`config.mk`:
```
export PLATFORM = sky130hd
export DESIGN_NAME = multiply_divide_unit_hi_lo_top_flat
export DESIGN_NICKNAME = d
export VERILOG_FILES = /design/src/design/mdu_pkg.sv /design/src/design/mdu_if.sv /design/src/design/multiply_divide_unit_hi_lo_top.sv /design/src/flat_wrapper.sv
export VERILOG_INCLUDE_DIRS = /design/src /design/src/design
export SDC_FILE = /design/constraint.sdc
export NUM_CORES = 2
export LEC_CHECK = 0
export BUFFER_PORTS_ARGS = -buffer_cell sky130_fd_sc_hd__buf_2
export CAP_MARGIN = 10
export CORE_MARGIN = 2
export CORE_UTILIZATION = 35
export CTS_BUF_LIST = sky130_fd_sc_hd__clkbuf_8
export CTS_CLUSTER_DIAMETER = 120
export CTS_CLUSTER_SIZE = 14
export DETAILED_ROUTE_END_ITERATION = 8
export PLACE_DENSITY_LB_ADDON = 0.2
export SKIP_CTS_REPAIR_TIMING = 1
export SLEW_MARGIN = 20
export SYNTH_ARGS = -nofsm -noshare
export SYNTH_HDL_FRONTEND = slang
export SYNTH_SLANG_ARGS = --single-unit
export TNS_END_PERCENT = 100
```
`constraint.sdc`:
```
create_clock -name clk -period 12.5 [get_ports clk]
set_clock_uncertainty 0.05 [all_clocks]
set_input_delay 1.875 -clock clk [delete_from_list [all_inputs] [get_ports clk]]
set_output_delay 1.875 -clock clk [all_outputs]
set_load 0.005 [all_outputs]
```
`src/design/multiply_divide_unit_hi_lo_top_macros.svh`:
```
// ----------------------------------------------------------------------------
// Assertion macros for the multiply/divide unit
// Short forms for clocked assertions that are switched off during reset.
// ----------------------------------------------------------------------------
`ifndef MULTIPLY_DIVIDE_UNIT_HI_LO_TOP_MACROS_SVH
`define MULTIPLY_DIVIDE_UNIT_HI_LO_TOP_MACROS_SVH

// Plain property, checked at every clock edge outside reset.
`define MDU_ASSERT(label, prop, msg) \
	label: assert property (@(posedge clk) disable iff (!arst_n) prop) else $error(msg);

// Same-cycle implication.
`define MDU_ASSERT_IMP(label, ante, cons, msg) \
	label: assert property (@(posedge clk) disable iff (!arst_n) (ante) |-> (cons)) \
		else $error(msg);

// Next-cycle implication.
`define MDU_ASSERT_NXT(label, ante, cons, msg) \
	label: assert property (@(posedge clk) disable iff (!arst_n) (ante) |=> (cons)) \
		else $error(msg);

`endif

```
`src/design/mdu_pkg.sv`:
```
// ----------------------------------------------------------------------------
// mdu_pkg
// Types, constants and helpers shared by the multiply/divide unit files.
// ----------------------------------------------------------------------------
`timescale 1ns / 1ps

package mdu_pkg;

	localparam int DATA_W   = 64;
	localparam int HALF_W   = DATA_W / 2;
	localparam int OP_W     = 4;
	localparam int CNT_W    = $clog2(DATA_W);

	localparam logic [DATA_W-1:0] ALL_ONES = {DATA_W{1'b1}};
	localparam logic [DATA_W-1:0] ONE      = {{(DATA_W-1){1'b0}}, 1'b1};

	typedef enum logic [OP_W-1:0] {
		OP_MULT   = 4'd0,
		OP_MULTU  = 4'd1,
		OP_DIV    = 4'd2,
		OP_DIVU   = 4'd3,
		OP_DMULT  = 4'd4,
		OP_DMULTU = 4'd5,
		OP_DDIV   = 4'd6,
		OP_DDIVU  = 4'd7,
		OP_MFHI   = 4'd8,
		OP_MFLO   = 4'd9,
		OP_MTHI   = 4'd10,
		OP_MTLO   = 4'd11
	} op_t;

	typedef enum logic [2:0] {
		ST_IDLE,
		ST_PREP,
		ST_RUN,
		ST_FIX_A,
		ST_FIX_B,
		ST_FINISH
	} state_t;

	function automatic logic [DATA_W-1:0] sx32(input logic [DATA_W-1:0] v);
		sx32 = {{HALF_W{v[HALF_W-1]}}, v[HALF_W-1:0]};
	endfunction

	function automatic logic [DATA_W-1:0] neg(input logic [DATA_W-1:0] v);
		neg = ~v + ONE;
	endfunction

endpackage

```
`src/design/mdu_if.sv`:
```
// ----------------------------------------------------------------------------
// mdu request and response channels
// Valid/ready channels carrying a request and its result.
// ----------------------------------------------------------------------------
`timescale 1ns / 1ps

interface mdu_req_if;
	import mdu_pkg::*;
	logic                valid;
	logic                ready;
	logic [OP_W-1:0]     req_type;
	logic [DATA_W-1:0]   rs_value;
	logic [DATA_W-1:0]   rt_value;

	modport source (output valid, output req_type, output rs_value, output rt_value,
		input ready);
	modport sink (input valid, input req_type, input rs_value, input rt_value,
		output ready);
endinterface

interface mdu_rsp_if;
	import mdu_pkg::*;
	logic                valid;
	logic                ready;
	logic [DATA_W-1:0]   read_value;
	logic [DATA_W-1:0]   hi_value;
	logic [DATA_W-1:0]   lo_value;

	modport source (output valid, output read_value, output hi_value, output lo_value,
		input ready);
	modport sink (input valid, input read_value, input hi_value, input lo_value,
		output ready);
endinterface

```
`src/design/multiply_divide_unit_hi_lo_top.sv`:
```
// A 64-bit multiply/divide unit holding the HI and LO registers. One request
// is worked on at a time. Multiplies and divides run one bit per cycle through
// a shared shift/add-subtract datapath: after its transfer a request passes
// an operand setup state, the bit iterations, the sign fixups in FIX_A and
// FIX_B and a commit state, and the next request is taken in the cycle after
// the commit. A divide by zero skips the iterations and the fixups and goes
// from setup straight to commit. Moves to and from HI/LO and unused codes go
// straight from idle to commit. The result sits in an output register, so a
// new request may start while the previous result waits; it commits only once
// that result has been taken.
// ----------------------------------------------------------------------------
// multiply_divide_unit_hi_lo_top
// Bit-serial multiply/divide unit with HI/LO registers and valid/ready ports.
// ----------------------------------------------------------------------------
`timescale 1ns / 1ps
`include "multiply_divide_unit_hi_lo_top_macros.svh"

module multiply_divide_unit_hi_lo_top
	import mdu_pkg::*;
(
	input logic    clk,
	input logic    arst_n,
	mdu_req_if.sink   req,
	mdu_rsp_if.source rsp
);

	state_t             state_q, state_d;
	logic [OP_W-1:0]    op_q;
	logic [DATA_W-1:0]  a_q, b_q;
	logic [DATA_W-1:0]  hi_w_q, lo_w_q;
	logic [CNT_W-1:0]   cnt_q;
	logic               neg_q_q, neg_r_q, dz_q;
	logic [DATA_W-1:0]  hi_q, lo_q, rd_q;
	logic               out_valid_q;

	logic               accept, commit;
	logic               is_mul, is_div, sgn_div;
	logic [DATA_W-1:0]  a_fmt, b_fmt;
	logic [DATA_W:0]    mul_sum, div_t, div_d;
	logic [DATA_W-1:0]  new_hi, new_lo, new_rd;

	// Operation classes of the request being worked on
	always_comb begin
		is_mul  = 1'b0;
		is_div  = 1'b0;
		sgn_div = 1'b0;
		case (op_q) inside
			OP_MULT, OP_MULTU, OP_DMULT, OP_DMULTU: is_mul = 1'b1;
			OP_DIV, OP_DDIV: begin
				is_div  = 1'b1;
				sgn_div = 1'b1;
			end
			OP_DIVU, OP_DDIVU: is_div = 1'b1;
			default: ;
		endcase
	end

	// Operands as the operation sees them: 32-bit forms take bits 31..0
	always_comb begin
		case (req.req_type) inside
			OP_MULT, OP_DIV: begin
				a_fmt = sx32(req.rs_value);
				b_fmt = sx32(req.rt_value);
			end
			OP_MULTU, OP_DIVU: begin
				a_fmt = {{HALF_W{1'b0}}, req.rs_value[HALF_W-1:0]};
				b_fmt = {{HALF_W{1'b0}}, req.rt_value[HALF_W-1:0]};
			end
			default: begin
				a_fmt = req.rs_value;
				b_fmt = req.rt_value;
			end
		endcase
	end

	// One iteration step of each kind
	assign mul_sum = {1'b0, hi_w_q} + (lo_w_q[0] ? {1'b0, b_q} : {(DATA_W+1){1'b0}});
	assign div_t   = {hi_w_q, lo_w_q[DATA_W-1]};
	assign div_d   = div_t - {1'b0, b_q};

	// Commit values
	always_comb begin
		new_hi = hi_q;
		new_lo = lo_q;
		new_rd = '0;
		case (op_q) inside
			OP_MULT, OP_MULTU: begin
				new_lo = sx32(lo_w_q);
				new_hi = sx32({{HALF_W{1'b0}}, lo_w_q[DATA_W-1:HALF_W]});
			end
			OP_DMULT, OP_DMULTU: begin
				new_hi = hi_w_q;
				new_lo = lo_w_q;
			end
			OP_DIV, OP_DIVU: begin
				if (dz_q) begin
					new_hi = sx32(a_q);
					new_lo = (sgn_div && a_q[DATA_W-1]) ? ONE : ALL_ONES;
				end else begin
					new_hi = sx32(hi_w_q);
					new_lo = sx32(lo_w_q);
				end
			end
			OP_DDIV, OP_DDIVU: begin
				if (dz_q) begin
					new_hi = a_q;
					new_lo = (sgn_div && a_q[DATA_W-1]) ? ONE : ALL_ONES;
				end else begin
					new_hi = hi_w_q;
					new_lo = lo_w_q;
				end
			end
			OP_MFHI: new_rd = hi_q;
			OP_MFLO: new_rd = lo_q;
			OP_MTHI: new_hi = a_q;
			OP_MTLO: new_lo = a_q;
			default: ;
		endcase
	end

	always_ff @(posedge clk or negedge arst_n) begin
		if (!arst_n) begin
			state_q <= ST_IDLE;
		end else begin
			state_q <= state_d;
		end
	end

	always_comb begin
		state_d   = state_q;
		accept    = 1'b0;
		commit    = 1'b0;
		req.ready = 1'b0;
		case (state_q)
			ST_IDLE: begin
				req.ready = 1'b1;
				accept    = req.valid;
				if (req.valid) begin
					case (req.req_type) inside
						OP_MULT, OP_MULTU, OP_DIV, OP_DIVU,
						OP_DMULT, OP_DMULTU, OP_DDIV, OP_DDIVU: state_d = ST_PREP;
						default: state_d = ST_FINISH;
					endcase
				end
			end
			ST_PREP: begin
				// a zero divisor needs no iterations
				if (is_div && b_q == '0) begin
					state_d = ST_FINISH;
				end else begin
					state_d = ST_RUN;
				end
			end
			ST_RUN: begin
				if (cnt_q == CNT_W'(DATA_W - 1)) begin
					state_d = ST_FIX_A;
				end
			end
			ST_FIX_A: state_d = ST_FIX_B;
			ST_FIX_B: state_d = ST_FINISH;
			ST_FINISH: begin
				if (!out_valid_q || rsp.ready) begin
					commit  = 1'b1;
					state_d = ST_IDLE;
				end
			end
			default: state_d = ST_IDLE;
		endcase
	end

	// Working datapath
	always_ff @(posedge clk) begin
		case (state_q)
			ST_IDLE: begin
				if (accept) begin
					op_q <= req.req_type;
					a_q  <= a_fmt;
					b_q  <= b_fmt;
					dz_q <= 1'b0;
				end
			end
			ST_PREP: begin
				hi_w_q <= '0;
				cnt_q  <= '0;
				if (is_div) begin
					lo_w_q  <= (sgn_div && a_q[DATA_W-1]) ? neg(a_q) : a_q;
					b_q     <= (sgn_div && b_q[DATA_W-1]) ? neg(b_q) : b_q;
					neg_q_q <= sgn_div && (a_q[DATA_W-1] ^ b_q[DATA_W-1]);
					neg_r_q <= sgn_div && a_q[DATA_W-1];
					dz_q    <= (b_q == '0);
				end else begin
					lo_w_q  <= a_q;
					neg_q_q <= 1'b0;
					neg_r_q <= 1'b0;
				end
			end
			ST_RUN: begin
				cnt_q <= cnt_q + CNT_W'(1);
				if (is_mul) begin
					// add multiplicand on the low bit, shift the pair right
					hi_w_q <= mul_sum[DATA_W:1];
					lo_w_q <= {mul_sum[0], lo_w_q[DATA_W-1:1]};
				end else if (!div_d[DATA_W]) begin
					hi_w_q <= div_d[DATA_W-1:0];
					lo_w_q <= {lo_w_q[DATA_W-2:0], 1'b1};
				end else begin
					hi_w_q <= div_t[DATA_W-1:0];
					lo_w_q <= {lo_w_q[DATA_W-2:0], 1'b0};
				end
			end
			ST_FIX_A: begin
				if (op_q == OP_DMULT) begin
					if (a_q[DATA_W-1]) begin
						hi_w_q <= hi_w_q - b_q;
					end
				end else if (is_div) begin
					if (neg_q_q) begin
						lo_w_q <= neg(lo_w_q);
					end
					if (neg_r_q) begin
						hi_w_q <= neg(hi_w_q);
					end
				end
			end
			ST_FIX_B: begin
				if (op_q == OP_DMULT && b_q[DATA_W-1]) begin
					hi_w_q <= hi_w_q - a_q;
				end
			end
			default: ;
		endcase
	end

	// Architectural HI/LO and result handshake
	always_ff @(posedge clk or negedge arst_n) begin
		if (!arst_n) begin
			hi_q        <= '0;
			lo_q        <= '0;
			out_valid_q <= 1'b0;
		end else begin
			if (commit) begin
				hi_q        <= new_hi;
				lo_q        <= new_lo;
				out_valid_q <= 1'b1;
			end else if (rsp.ready) begin
				out_valid_q <= 1'b0;
			end
		end
	end

	always_ff @(posedge clk) begin
		if (commit) begin
			rd_q <= new_rd;
		end
	end

	assign rsp.valid      = out_valid_q;
	assign rsp.read_value = rd_q;
	assign rsp.hi_value   = hi_q;
	assign rsp.lo_value   = lo_q;

	`MDU_ASSERT_NXT(a_run_len, state_q == ST_RUN && cnt_q == CNT_W'(DATA_W - 1), state_q == ST_FIX_A, "iteration did not end after the last bit")
	`MDU_ASSERT_NXT(a_hilo_hold, !commit, $stable(hi_q) && $stable(lo_q), "HI/LO changed without a commit")
	`MDU_ASSERT_IMP(a_commit_free, commit, !out_valid_q || rsp.ready, "result overwritten before transfer")
	`MDU_ASSERT_NXT(a_accept_busy, req.valid && req.ready, state_q != ST_IDLE, "request transfer left the unit idle")

endmodule

```
`src/flat_wrapper.sv`:
```
// flat-port wrapper written by rule: the top's interface ports become plain ports
module multiply_divide_unit_hi_lo_top_flat import mdu_pkg::*;
  (clk, arst_n, req_valid, req_req_type, req_rs_value, req_rt_value, req_ready, rsp_valid, rsp_read_value, rsp_hi_value, rsp_lo_value, rsp_ready);
  mdu_req_if req_i ();
  mdu_rsp_if rsp_i ();
  input logic clk;
  input logic arst_n;
  input wire logic [$bits(req_i.valid)-1:0] req_valid;
  input wire logic [$bits(req_i.req_type)-1:0] req_req_type;
  input wire logic [$bits(req_i.rs_value)-1:0] req_rs_value;
  input wire logic [$bits(req_i.rt_value)-1:0] req_rt_value;
  output wire logic [$bits(req_i.ready)-1:0] req_ready;
  output wire logic [$bits(rsp_i.valid)-1:0] rsp_valid;
  output wire logic [$bits(rsp_i.read_value)-1:0] rsp_read_value;
  output wire logic [$bits(rsp_i.hi_value)-1:0] rsp_hi_value;
  output wire logic [$bits(rsp_i.lo_value)-1:0] rsp_lo_value;
  input wire logic [$bits(rsp_i.ready)-1:0] rsp_ready;
  assign req_i.valid = req_valid;
  assign req_i.req_type = req_req_type;
  assign req_i.rs_value = req_rs_value;
  assign req_i.rt_value = req_rt_value;
  assign req_ready = req_i.ready;
  assign rsp_valid = rsp_i.valid;
  assign rsp_read_value = rsp_i.read_value;
  assign rsp_hi_value = rsp_i.hi_value;
  assign rsp_lo_value = rsp_i.lo_value;
  assign rsp_i.ready = rsp_ready;
  multiply_divide_unit_hi_lo_top u_core (.clk(clk), .arst_n(arst_n), .req(req_i), .rsp(rsp_i));
endmodule
```
**Word-level counts from Yosys, hierarchy flattened**

Cells that the tools add are included.

- Flip-flop bits (word level): 465
- Bits of input ports: 136
- Output and inout port bits: 194

- Add/sub/neg operators: 9
- Eq/ne operators: 40
- Multiplexer cells: 69
- Bitwise logic cells: 5
- Reduce and logical (&&, ||, !) cells: 37

Operators by type and width:

| operator | number |
|---|---|
| $mux 64 | 43 |
| $add 64x1->64 const B | 4 |
| $not 64->64 | 4 |
| $pmux 64 s4 | 1 |
| $pmux 64 s3 | 1 |
| $pmux 64 s2 | 1 |
| $sub 64x64->64 | 2 |
| $add 64x65->65 | 1 |
| $sub 65x64->65 | 1 |
| $logic_not 64->1 | 1 |
| $eq 4x3->1 const B | 8 |
| $pmux 3 s6 | 1 |
| $eq 4x2->1 const B | 4 |
| $eq 4x4->1 const B | 4 |
| $ne 2x1->1 const B | 8 |
| $reduce_or 2->1 | 8 |
| $reduce_or 8->1 | 2 |
| $mux 1 | 15 |
| $mux 3 | 5 |
| $ne 5x5->1 const B | 3 |
| $pmux 6 s2 | 1 |
| $reduce_and 4->1 | 3 |
| $reduce_and 5->1 | 2 |
| $reduce_bool 5->1 | 2 |
| other kinds (22) | 35 |

**Longest topological paths before layout**

- Word-level depth: 11
- Depth in mapped cells: 19

**Worst setup path before layout**

OpenSTA, ideal clock, no wires.

- Kind: input to register
- Start: in rsp_ready
- End: reg u_core.hi_q[54], in the netlist u_core.rsp.hi_value[54]
- Library setup time: 119 ps
- Arrival time: 4,634 ps
- Required time: 12,331 ps
- Slack: 7,698 ps
- Cell stages on the path: 8
- Buffers on the path: 1
- Cell sequence: nand2b_1 nand3_1 inv_1 nand2_1 a21oi_1 buf_1 o21ai_0 o21a_1

- Word-level cells in the longest chain between the ends: 4

RTL lines:

| item | line | source |
|---|---|---|
| start, declared | flat_wrapper.sv:17 | `input wire logic [$bits(rsp_i.ready)-1:0] rsp_ready;` |
| $logic_or 1x1->1 | multiply_divide_unit_hi_lo_top.sv:162 | `if (!out_valid_q \|\| rsp.ready) begin` |
| $mux 1 | multiply_divide_unit_hi_lo_top.sv:162 |  |
| $mux 1 | multiply_divide_unit_hi_lo_top.sv:134 | `case (state_q)` |
| via u_core.commit | multiply_divide_unit_hi_lo_top.sv:36 | `logic accept, commit;` |
| $reduce_and 4->1 (no line) | -- |  |
| end signal, assigned | multiply_divide_unit_hi_lo_top.sv:242 | `hi_q <= new_hi;` |
| end, declared | multiply_divide_unit_hi_lo_top.sv:33 | `logic [DATA_W-1:0] hi_q, lo_q, rd_q;` |

The timed path passes the listed nets, and every way through them passes these cells.
A chain may end at the register's enable or synchronous reset.

**Worst setup path after layout**

- Start: reg u_core.lo_w_q[63]
- End: reg u_core.lo_w_q[0], data pin

- Word-level cells in the longest chain between the ends: 4

RTL lines:

| item | line | source |
|---|---|---|
| start, declared | multiply_divide_unit_hi_lo_top.sv:30 | `logic [DATA_W-1:0] hi_w_q, lo_w_q;` |
| start signal, assigned | multiply_divide_unit_hi_lo_top.sv:186 | `lo_w_q <= (sgn_div && a_q[DATA_W-1]) ? neg(a_q) : a_q;` |
| start signal, assigned | multiply_divide_unit_hi_lo_top.sv:192 | `lo_w_q <= a_q;` |
| start signal, assigned | multiply_divide_unit_hi_lo_top.sv:202 | `lo_w_q <= {mul_sum[0], lo_w_q[DATA_W-1:1]};` |
| $sub 65x64->65 | multiply_divide_unit_hi_lo_top.sv:79 | `assign div_d = div_t - {1'b0, b_q};` |
| $mux 1 | multiply_divide_unit_hi_lo_top.sv:203 | `end else if (!div_d[DATA_W]) begin` |
| $mux 64 | multiply_divide_unit_hi_lo_top.sv:199 | `if (is_mul) begin` |
| $pmux 64 s3 | multiply_divide_unit_hi_lo_top.sv:173 | `case (state_q)` |

Every way passes these cells.

==> metrics <==
outcome=finished with violations; violated checks=DRC; global-route wire length before repair=261 mm; worst slew pin tran=between 1000 and 1500 ps; sequential area share after synthesis=0.305; Overflow after GRT=0; Critical Path Max Stage Delay=approximately 730 ps; P_leak=18.9 nW; post-synthesis adder-cell area fraction=0.0760; layout net count=between 5,000 and 6,000; Synth Area in Compound Gates=0.291; placed cell area=about 0.047 mm²; WL final=177 mm; gr usage total=0.268; HP Class=reg -> reg; CTS root buf=clkbuf_8; clock sink total=465; Finished Cell Area=~0.048 mm²; Seq. cell area=0.0133 mm²; Syn Area/Cell=7.98 µm²; Mapped Area=0.0437 mm²; TritonCTS buffer count=41; area delta synth->final=8.89%; Pins Over Slew Limit=0; Synth Instances=5,474; Final Hold Vio Count=0; Synth Net Count=5,873; Setup violations, final=0; share of synthesized registers carrying an async set or reset=0.284; Power Density=315 mW/mm²; 1st-pass router iterations=9; Simple-Gate Fraction of Synth Area=0.180; largest net degree at the start of global routing=98; CP Capture Type=flip-flop; Setup TNS=0 ps; Initial Utilization=0.353; row cnt=129; area occupied by multi-input gates=0.0283 mm²; RR Startpoint=u_core.lo_w_q[63]$_DFFE_PP_; clock latency on the worst-skew pair=770 ps; Core Area=between 0.1 and 0.15 mm²; worst-path cell chain=buf_4, inv_1, ha_1, fa_1, nand2b_1, a21oi_1, o21ai_1, a211oi_1, o21ai_1, nand3_1, a31oi_1, xor2_4, buf_4, buf_4, nand2b_1, a21oi_1, a21oi_1, o21ai_0; number of global-route vias before repair=40,024; routed len/inst=24.5 µm; HPWL after detailed placement=137 mm; Worst Slack Setup Final=6450 ps; worst r2r dst=u_core.lo_w_q[0]$_DFFE_PP_; die height=about 360 µm; worst r2r path cells=18; clock tree buffer depth=3; hold path cells=2; clk slew on worst S/H paths=110 ps; total power=~15 mW; pre-CTS setup slack=6550 ps; worst-case headroom to the max-slew limit=0.243; vias=around 43,000; DR iter-0 viols=4,602; fin crit period=a little over 6000 ps; synth warn=0; #FFs+latches synth=465; mux cell area share after synthesis=0.0103; RD Place Congestion=around 0.94; initial antenna violation count=19; top_reg_cell synth=edfxtp_1; Post-synth EDFFs=333; Arr. time, crit path=approximately 6500 ps; post-synthesis cell type count=93; startpoint type of the worst setup path=flip-flop; Hold Path End=u_core.rsp.hi_value[11]$_DFFE_PN0P_; chip width=357 µm; Max Cap Viol=0; unrepaired setup endpoints after global routing=false; Reg2Reg Setup Slack=6450 ps; number of port buffers=~330; hold path start=u_core.rsp.hi_value[11]$_DFFE_PN0P_; share of post-route cells with drive strength above 1=0.0984; Final ANT Viol Nets=0; critical path class=reg -> reg; fill cell count=roughly 13,000; Final Cycle Share=0.484; Synth Area in XOR/XNOR=0.0885; residual DRC count=a little over 90; fmax=165 MHz; largest family of logic cells by synthesized area=compound AO/OA/AOI/OAI gates; vias per cell=5.93; Critical Path RT=between 10,000 and 15,000 ps; slowest cell on the critical path=a211oi_1; CTS tree=yes; IO Pins=330; die area=0.128 mm²; crit-path max FO=63; htree depth=2; peak supply drop=0.207 mV
-- how the worst max path moves through the flow --
stage / start / depth (start not counted) / endpoint / slack (ps)
6_report: u_core.lo_w_q[63]$_DFFE_PP_ / 18 / u_core.lo_w_q[0]$_DFFE_PP_ / 6450
3_5_place_dp: u_core.lo_w_q[63]$_DFFE_PP_ / 18 / u_core.lo_w_q[0]$_DFFE_PP_ / 6550
3_3_place_gp: u_core.lo_w_q[63]$_DFFE_PP_ / 18 / u_core.lo_w_q[0]$_DFFE_PP_ / 6620
2_1_floorplan: rsp_ready / 8 / u_core.rsp.hi_value[54]$_DFFE_PN0P_ / 7700
4_1_cts: u_core.lo_w_q[63]$_DFFE_PP_ / 18 / u_core.lo_w_q[0]$_DFFE_PP_ / 6520
5_1_grt: u_core.lo_w_q[63]$_DFFE_PP_ / 18 / u_core.lo_w_q[0]$_DFFE_PP_ / 6260
-- flip-flops by register name, indices dropped and copies added (netlist names), 3 cells and up --
signal,flops
u_core.a_q,64
u_core.b_q,64
u_core.hi_w_q,64
u_core.lo_w_q,64
u_core.rsp.hi_value,64
u_core.rsp.lo_value,64
u_core.rsp.read_value,64
u_core.cnt_q,6
u_core.op_q,4
u_core.state_q,3
-- critical path, delay by kind of cell (launching register included) --
family                   cells  cell delay [ps]
AO/OA/AOI/OAI                8             1980
buffers and inverters        4             1490
AND/OR/NAND/NOR              3              930
adder cells (fa/ha/maj)      2              640
flip-flops                   1              440
XOR/XNOR                     1              160
-- layer usage --
metal / track usage / up-vias / wire, µm
met5: 0 / - / 159
met2: 0.396 / 1837 / 74000
met1: 0.403 / 20504 / 82900
li1: - / 20387 / -
met3: 0.0395 / 223 / 15300
met4: 0.0698 / 22 / 4930
-- cell usage after synthesis (all sizes together), types with 46 or more instances --
| master | number | area share |
|---|---|---|
| nor3 | 130 | 0.015 |
| a21o | 189 | 0.032 |
| nand3 | 73 | 0.0085 |
| nand4 | 87 | 0.012 |
| a211oi | 145 | 0.025 |
| nor4 | 49 | 0.0079 |
| a22o | 65 | 0.013 |
| ha | 259 | 0.074 |
| nand2b | 71 | 0.010 |
| o211ai | 64 | 0.011 |
| inv | 206 | 0.018 |
| or3 | 68 | 0.010 |
| xor2 | 135 | 0.027 |
| a21oi | 725 | 0.083 |
| xnor2 | 306 | 0.061 |
| o21a | 61 | 0.010 |
| dfrtp | 132 | 0.076 |
| edfxtp | 333 | 0.23 |
| o21bai | 46 | 0.0079 |
| clkbuf | 341 | 0.029 |
| o21ai | 393 | 0.045 |
| nand2 | 535 | 0.046 |
| nor2 | 465 | 0.040 |
-- per-stage QoR --
step | cells | utilization | hold WS, ps
4_1_cts | 7234 | 0.384 | 476
5_1_grt | 7237 | 0.384 | 491
3_3_place_gp | 7158 | 0.378 | 445
2_1_floorplan | 5474 | - | 445
3_5_place_dp | 7158 | 0.378 | 453
6_report | 7243 | 0.384 | 469
-- cell usage in the layout (no fill, tap or decap), types with 20 or more instances in the layout --
master	instances
buf_4	86
and3_1	35
o221ai_1	25
xor2_1	134
nor2b_1	29
ha_1	259
clkbuf_8	42
a31oi_1	44
nand4_1	87
inv_1	227
nor2_1	456
mux2i_1	44
o21bai_1	46
nor4_1	46
a22o_1	65
buf_2	328
o211ai_1	64
nand3_1	72
edfxtp_1	333
xnor2_1	306
a211oi_1	144
o22ai_1	32
and2_1	24
a21oi_1	723
o21ai_0	365
nand2b_1	70
or4_1	20
o31ai_1	37
nor3_1	125
o21a_1	61
dfrtp_1	131
nand2_1	532
or3_1	65
o22a_1	31
o21ai_1	28
a311oi_1	20
a21o_1	189
-- power breakdown --
group / internal (mW) / leakage, nW / switching (mW) / total [mW]
Clock: 0.323 / 0.466 / 0.624 / 0.947
Sequential: 2.51 / 4.70 / 1.05 / 3.56
Combinational: 3.74 / 13.8 / 6.71 / 10.5
Total: 6.58 / 18.9 / 8.38 / 15.0
-- layout make-up --
class	count	share of cell area
inverters	207	0.0163
repair buffers	417	0.0492
well taps	1637	0.0431
diodes	9	0.000474
flip-flops and latches	465	0.280
clock inverters	34	0.00345
multi-input cells	4432	0.595
clock buffers	42	0.0122
-- cells by family after synthesis --
group / count (synthesis)
and+or+nand+nor: 1658
DFF: 465
buffers and inverters: 577
AOI/OAI and AO/OA: 2025
xor gates and xnor gates: 441
muxes: 45
adders and majority gates: 263
Note: power is estimated with default switching activity, not from simulation.
